[src/rtl/pnp_pkg.sv]
// pnp_pkg: shared constants, action codes and the edge result struct
// of the point-in-polygon block; used by every other file in rtl
`default_nettype none

package pnp_pkg;

  localparam int MAX_VERTICES_DEF = 64;
  localparam int COORD_BITS_DEF   = 16;
  localparam int COUNT_W          = 7;  // width of the vertex_count field
  localparam int EVAL_DEPTH       = 3;  // register stages in the edge unit

  typedef enum logic [1:0] {
    ACT_APPEND = 2'd0,
    ACT_CLEAR  = 2'd1,
    ACT_QUERY  = 2'd2
  } act_e;

  typedef struct packed {
    logic valid;
    logic toggle;
  } eval_res_t;

endpackage

`default_nettype wire

[src/rtl/pnp_edge_eval.sv]
// pnp_edge_eval: three-stage crossing test for one polygon edge per cycle
// differences, then exact cross products, then the signed compare
`default_nettype none

module pnp_edge_eval
  import pnp_pkg::*;
#(
  parameter int COORD_BITS = COORD_BITS_DEF
) (
  input  wire                         clk,
  input  wire                         rst_n,
  input  wire                         issue,
  input  wire signed [COORD_BITS-1:0] xi,
  input  wire signed [COORD_BITS-1:0] yi,
  input  wire signed [COORD_BITS-1:0] xj,
  input  wire signed [COORD_BITS-1:0] yj,
  input  wire signed [COORD_BITS-1:0] px,
  input  wire signed [COORD_BITS-1:0] py,
  output eval_res_t                   res_r
);

  localparam int DW = COORD_BITS + 1;
  localparam int PW = 2 * DW;

  logic signed [DW-1:0] xi_e, yi_e, xj_e, yj_e, px_e, py_e;
  logic signed [DW-1:0] dy_nxt, lhs_nxt, rhs_a_nxt, rhs_b_nxt;
  logic                 straddle_nxt;

  logic                 s1_valid_r, s1_straddle_r;
  logic signed [DW-1:0] s1_dy_r, s1_lhs_r, s1_rhs_a_r, s1_rhs_b_r;

  logic                 s2_valid_r, s2_straddle_r, s2_dy_pos_r;
  logic signed [PW-1:0] s2_p1_r, s2_p2_r;
  logic signed [PW-1:0] p1_nxt, p2_nxt;
  logic                 left_nxt;

  assign xi_e = {xi[COORD_BITS-1], xi};
  assign yi_e = {yi[COORD_BITS-1], yi};
  assign xj_e = {xj[COORD_BITS-1], xj};
  assign yj_e = {yj[COORD_BITS-1], yj};
  assign px_e = {px[COORD_BITS-1], px};
  assign py_e = {py[COORD_BITS-1], py};

  assign straddle_nxt = (yi > py) != (yj > py);
  assign dy_nxt       = yj_e - yi_e;
  assign lhs_nxt      = px_e - xi_e;
  assign rhs_a_nxt    = xj_e - xi_e;
  assign rhs_b_nxt    = py_e - yi_e;

  assign p1_nxt = PW'(s1_lhs_r) * PW'(s1_dy_r);
  assign p2_nxt = PW'(s1_rhs_a_r) * PW'(s1_rhs_b_r);

  // dy is nonzero whenever the edge straddles, so its sign picks the order
  assign left_nxt = s2_dy_pos_r ? (s2_p1_r < s2_p2_r) : (s2_p2_r < s2_p1_r);

  always_ff @(posedge clk) begin
    if (!rst_n) begin
      s1_valid_r <= 1'b0;
      s2_valid_r <= 1'b0;
      res_r      <= '0;
    end else begin
      s1_valid_r   <= issue;
      s2_valid_r   <= s1_valid_r;
      res_r.valid  <= s2_valid_r;
      res_r.toggle <= s2_valid_r && s2_straddle_r && left_nxt;
    end
    s1_straddle_r <= straddle_nxt;
    s1_dy_r       <= dy_nxt;
    s1_lhs_r      <= lhs_nxt;
    s1_rhs_a_r    <= rhs_a_nxt;
    s1_rhs_b_r    <= rhs_b_nxt;
    s2_straddle_r <= s1_straddle_r;
    s2_dy_pos_r   <= !s1_dy_r[DW-1];
    s2_p1_r       <= p1_nxt;
    s2_p2_r       <= p2_nxt;
  end

endmodule

`default_nettype wire

[config.mk]
export PLATFORM = sky130hd
export DESIGN_NAME = pnp_edge_eval
export DESIGN_NICKNAME = d
export VERILOG_FILES = /design/src/rtl/pnp_pkg.sv /design/src/rtl/pnp_edge_eval.sv
export SDC_FILE = /design/constraint.sdc
export NUM_CORES = 2
export LEC_CHECK = 0
export BUFFER_PORTS_ARGS = -buffer_cell sky130_fd_sc_hd__buf_4
export CELL_PAD_IN_SITES_DETAIL_PLACEMENT = 0
export CELL_PAD_IN_SITES_GLOBAL_PLACEMENT = 2
export CORE_ASPECT_RATIO = 1.5
export CORE_MARGIN = 5
export CORE_UTILIZATION = 38
export CTS_CLUSTER_DIAMETER = 40
export DETAILED_ROUTE_END_ITERATION = 10
export PLACE_DENSITY_LB_ADDON = 0.1
export REMOVE_ABC_BUFFERS = 1
export SKIP_CTS_REPAIR_TIMING = 1
export SYNTH_ARGS = -nofsm -noshare
export SYNTH_HDL_FRONTEND = slang
export SYNTH_SLANG_ARGS = --single-unit
[constraint.sdc]
create_clock -name clk -period 5.9 [get_ports clk]
set_clock_uncertainty 0.1 [all_clocks]
set_input_delay 0.885 -clock clk [delete_from_list [all_inputs] [get_ports clk]]
set_output_delay 0.885 -clock clk [all_outputs]
set_load 0.02 [all_outputs]
# == Word level (Yosys, flattened, before mapping) ==
# Index checks and enable logic that the tools add are counted.
# word_totals
register_bits,143
out_inout_bits,2
wordCells,28
in_bits,99
# classes
magnitude_cmp,4
n_addsub,4
n_eq_ne,1
muxes,1
reduce_logical,3
multipliers,2
# op_table
cell,count
$lt 34x34->1,2
$mul 17x17->34,2
$sub 16x16->17,4
$gt 16x16->1,2
$logic_and 1x1->1,2
$logic_not 1->1,1
$mux 1,1
$ne 1x1->1,1

# == Depth between registers and ports, before layout ==
# logic_depth
ltp_word,3
depth_mapped,24
ltp_nobuf,23

# == Worst setup path before layout ==
# Ideal clock, no wire load.
# synth_timing
path_kind,register to register
from,reg s1_lhs_r[16]
to,reg s2_p1_r[33]
required_ps,5728
setup_ps,72
path_slack_ps,-364
n_path_buf,1
period_less_slack_ps,6264
path_stages_with_launch,21
arrival_time_ps,6092
path_cell_list,dfxtp_1 > clkbuf_1 > nand2_1 > inv_1 > fa_1 > fa_1 > fa_1 > fa_1 > fa_1 > inv_1 > fa_1 > inv_1 > ha_1 > nand2_1 > nor2_1 > a221o_1 > a2111oi_2 > nor3_1 > a211o_1 > a21oi_2 > xnor2_1
# synth_between
elab_chain_len,1
# synth_rtl
element,line,rtl
"start, declared",pnp_edge_eval.sv:30,"logic signed [DW-1:0] s1_dy_r, s1_lhs_r, s1_rhs_a_r, s1_rhs_b_r;"
"start signal, assigned",pnp_edge_eval.sv:69,s1_lhs_r <= lhs_nxt;
$mul 17x17->34,pnp_edge_eval.sv:50,assign p1_nxt = PW'(s1_lhs_r) * PW'(s1_dy_r);
named net p1_nxt[33],pnp_edge_eval.sv:34,"logic signed [PW-1:0] p1_nxt, p2_nxt;"
"end signal, assigned",pnp_edge_eval.sv:74,s2_p1_r <= p1_nxt;
"end, declared",pnp_edge_eval.sv:33,"logic signed [PW-1:0] s2_p1_r, s2_p2_r;"
# The timed path passes the listed nets, and every way through them passes these cells.
# A chain may end at the register's enable or synchronous reset.

# == Final worst setup path ==
# layout_timing
from,reg s1_lhs_r[10]
to,reg s2_p1_r[24]
# The elaborated chain is that of the path after synthesis.

==> out/results.ini <==
[final_layout]
diodes = 0
final_cell_mix = inv_1 (675), fa_1 (568), buf_4 (344)
final_common_cell = inv_1
syn2layout_area_growth_pct = 22.4
design_area_um2 = 35000
drive_gt1_frac = 0.206
finalNetCount = 4431
n_fill_cell = 7407

[timing]
setup_viol = 5
fin_ws_ns = -0.161
relSlewSlack = 0.608
finalHoldViolCount = 0
slew_viol_final = 0
rsz0062_at_grt = yes
max_freq_mhz = 165
fin_crit_sh = 1.03
fin_crit_ns = 6.06
tightestPinTransition_ns = 0.583

[outcome]
violations = negative setup slack
status = complete, but fails checks

[placed_design]
port_buffers = 100
gp_congestion = 0.878
dp_hpwl_mm = 72.6
dp_slack_ns = -0.533
placed_area_um2 = 32700

[clock_network]
clk_pin_slew_ns = 0.07
cts_sinks = 143
cts.path.max_buffers = 2
h-tree-depth = 4
root_buffer = clkbuf_16
worstSkewPairLatency_ns = 0.47
cts_buffers = 17
cts_tree = done

[floorplan]
core.rowCount = 123
core_area_um2 = 74800
die_x_um = 234
pin_count = 101
fp.dieH_um = 346
die_area_um2 = 80900
start_util = 0.382

[worst_setup_path]
path_max_fanout = 10
r2r-start = s1_lhs_r[10]
critPathTopFamily = adder cells
setup.worst_path.start_class = flop
path_class = flop to flop
critPathArrivalTime_ns = 6.38
reg2reg_slack_ns = -0.16
critPathCaptureType = flop
rr_endpoint = s2_p1_r[24]
critPathSlowestCell = fa_2
max_stage_delay_ns = 0.58
cpMostUsedCell = fa_1
crit_required_ns = 6.22
worstSetupStartpoint = s1_lhs_r[10]
cp_cell_sequence = buf_12 > and2_4 > fa_1 > inv_1 > fa_1 > fa_1 > inv_2 > fa_1 > fa_1 > inv_1 > fa_2 > inv_2 > ha_4 > buf_4 > o21a_1 > o21ai_0 > o21ai_4 > o22ai_4 > o21bai_1 > a21o_1 > or4b_1 > nand3_1
critical_path_buf_inv_count = 6
rr_worst_depth = 22

[global_routing]
grt_pass1_wl_mm = 131
grt_usage = 0.209
grt_overflow = 0
grtUsageMet1 = 0.260
grt_use_met2 = 0.374
grt.busiest_layer = met2
grt_max_degree = 18
use_met3 = 0.0290
grt_antenna_before_repair = 4
grt_pass1_vias = 24000

[synthesis]
async_flop_share = 0
netlist_area_um2 = 28600
synth_cell_types = 63
yosys_warnings = 0
ys.flop_type = dfxtp_1
ys_seq_area_frac = 0.100
avgSynthCellArea_um2 = 9.27
synth_edf_count = 0
syn-instance-count = 3084
ys_ff_latch = 143

[flow_run]
max_cap_viol_count = 0

[routing]
drc = 0
ant_nets = 0
drt-total-wl_mm = 83.2
dr.pass1.iters = 4
via_per_inst = 4.76
drt_iter0_drc = 694
wl_per_cell_um = 18.7
via_count = 21200

[min_path]
hold_path_depth = 0
min_to = s2_straddle_r
holdCritPathClass = flop to flop
min_from = s1_straddle_r

[cells by family (layout without fill, tap and decap cells)]
| logic type | after synthesis | count (layout) | share of synthesized area |
|---|---|---|---|
| adder cells (fa/ha/maj) | 881 | 881 | 0.542 |
| AND/OR/NAND/NOR | 854 | 854 | 0.150 |
| buffers and inverters | 787 | 1164 | 0.103 |
| AO/OA/AOI/OAI | 304 | 304 | 0.0688 |
| flip-flops | 143 | 143 | 0.100 |
| XOR/XNOR | 112 | 112 | 0.0343 |
| multiplexers | 3 | 3 | 0.00105 |
[routing by layer]
metal / wire [µm] / up-vias
li1: - / 10100
met1: 34400 / 10700
met2: 43900 / 287
met3: 2290 / 124
met4: 2660 / 4
met5: 33 / -
[worst max-delay path by stage]
stage | to | slack (ns) | cells after the start
2_1_floorplan | s2_p1_r[33] | -0.24 | 19
3_3_place_gp | s2_p2_r[32] | -0.53 | 22
3_5_place_dp | s2_p2_r[32] | -0.53 | 22
4_1_cts | s2_p2_r[32] | -0.56 | 22
5_1_grt | s2_p1_r[24] | -0.34 | 23
6_report | s2_p1_r[24] | -0.16 | 22
[synthesized netlist by cell type (3+ instances only)]
cell type  count  area share
a2111oi_0      8      0.0025
a211o_1        8      0.0025
a211oi_1      11      0.0029
a21boi_0       5      0.0013
a21o_1        34      0.0089
a21oi_1       95       0.017
a311oi_1       7      0.0021
a31oi_1        6      0.0013
a41o_1         3      0.0011
and2_1       302       0.066
and3_1        15      0.0033
clkbuf_1      73      0.0096
dfxtp_1      143        0.10
fa_1         596        0.42
ha_1         285        0.12
inv_1        712       0.094
mux2i_1        3      0.0011
nand2_1      314       0.041
nand2b_1      17      0.0037
nand3_1       20      0.0035
nand3b_1       5      0.0013
nand4_1       12      0.0026
nor2_1        94       0.012
nor2b_1       18      0.0039
nor3_1        33      0.0058
nor4_1         3     0.00066
o211ai_1       5      0.0013
o21a_1        23      0.0060
o21ai_0       58       0.010
o21ai_1        4     0.00070
o21bai_1       9      0.0024
o22ai_1        4     0.00088
or2_2          3     0.00066
or3_1          9      0.0020
xnor2_1       89       0.027
xor2_1        23      0.0070
[stage by stage]
step | hold slack [ns] | std cells | utilization | setup TNS (ns)
final | 0.324 | 4461 | 0.468 | -0.466
after global placement | 0.315 | 4387 | 0.438 | -8.47
after detailed placement | 0.314 | 4387 | 0.438 | -8.65
after global routing | 0.321 | 4461 | 0.468 | -2.57
after floorplan | 0.210 | 3009 | - | -0.564
after CTS | 0.318 | 4416 | 0.446 | -9.85
[sequential cells by signal, indices dropped and copies added (netlist names), 2 cells and up]
register and count:
res_r 2, s1_dy_r 17, s1_lhs_r 17, s1_rhs_a_r 17, s1_rhs_b_r 17, s2_p1_r 34
s2_p2_r 34
[worst register-to-register path, delay by kind of cell (launching register included)]
| family | cells | cell delay [ns] |
|---|---|---|
| fa+ha+maj | 7 | 3.33 |
| compound gates | 6 | 1.01 |
| simple gates | 3 | 0.77 |
| buf+inv | 6 | 0.49 |
| flops | 1 | 0.33 |
[area by class of cell]
cell class                 instances  area, µm²  share of cell area
sequential                       143       3000              0.0859
multi-input combinational       2154      23700               0.677
clock inverter                    10        140             0.00401
tap                             1000       1250              0.0358
clock buffer                      19        443              0.0127
timing repair buffer             423       3770               0.108
inverter                         712       2680              0.0765
Power is not shown: default switching activity piles up to over one toggle a cycle in this logic, so the estimate is an artifact.
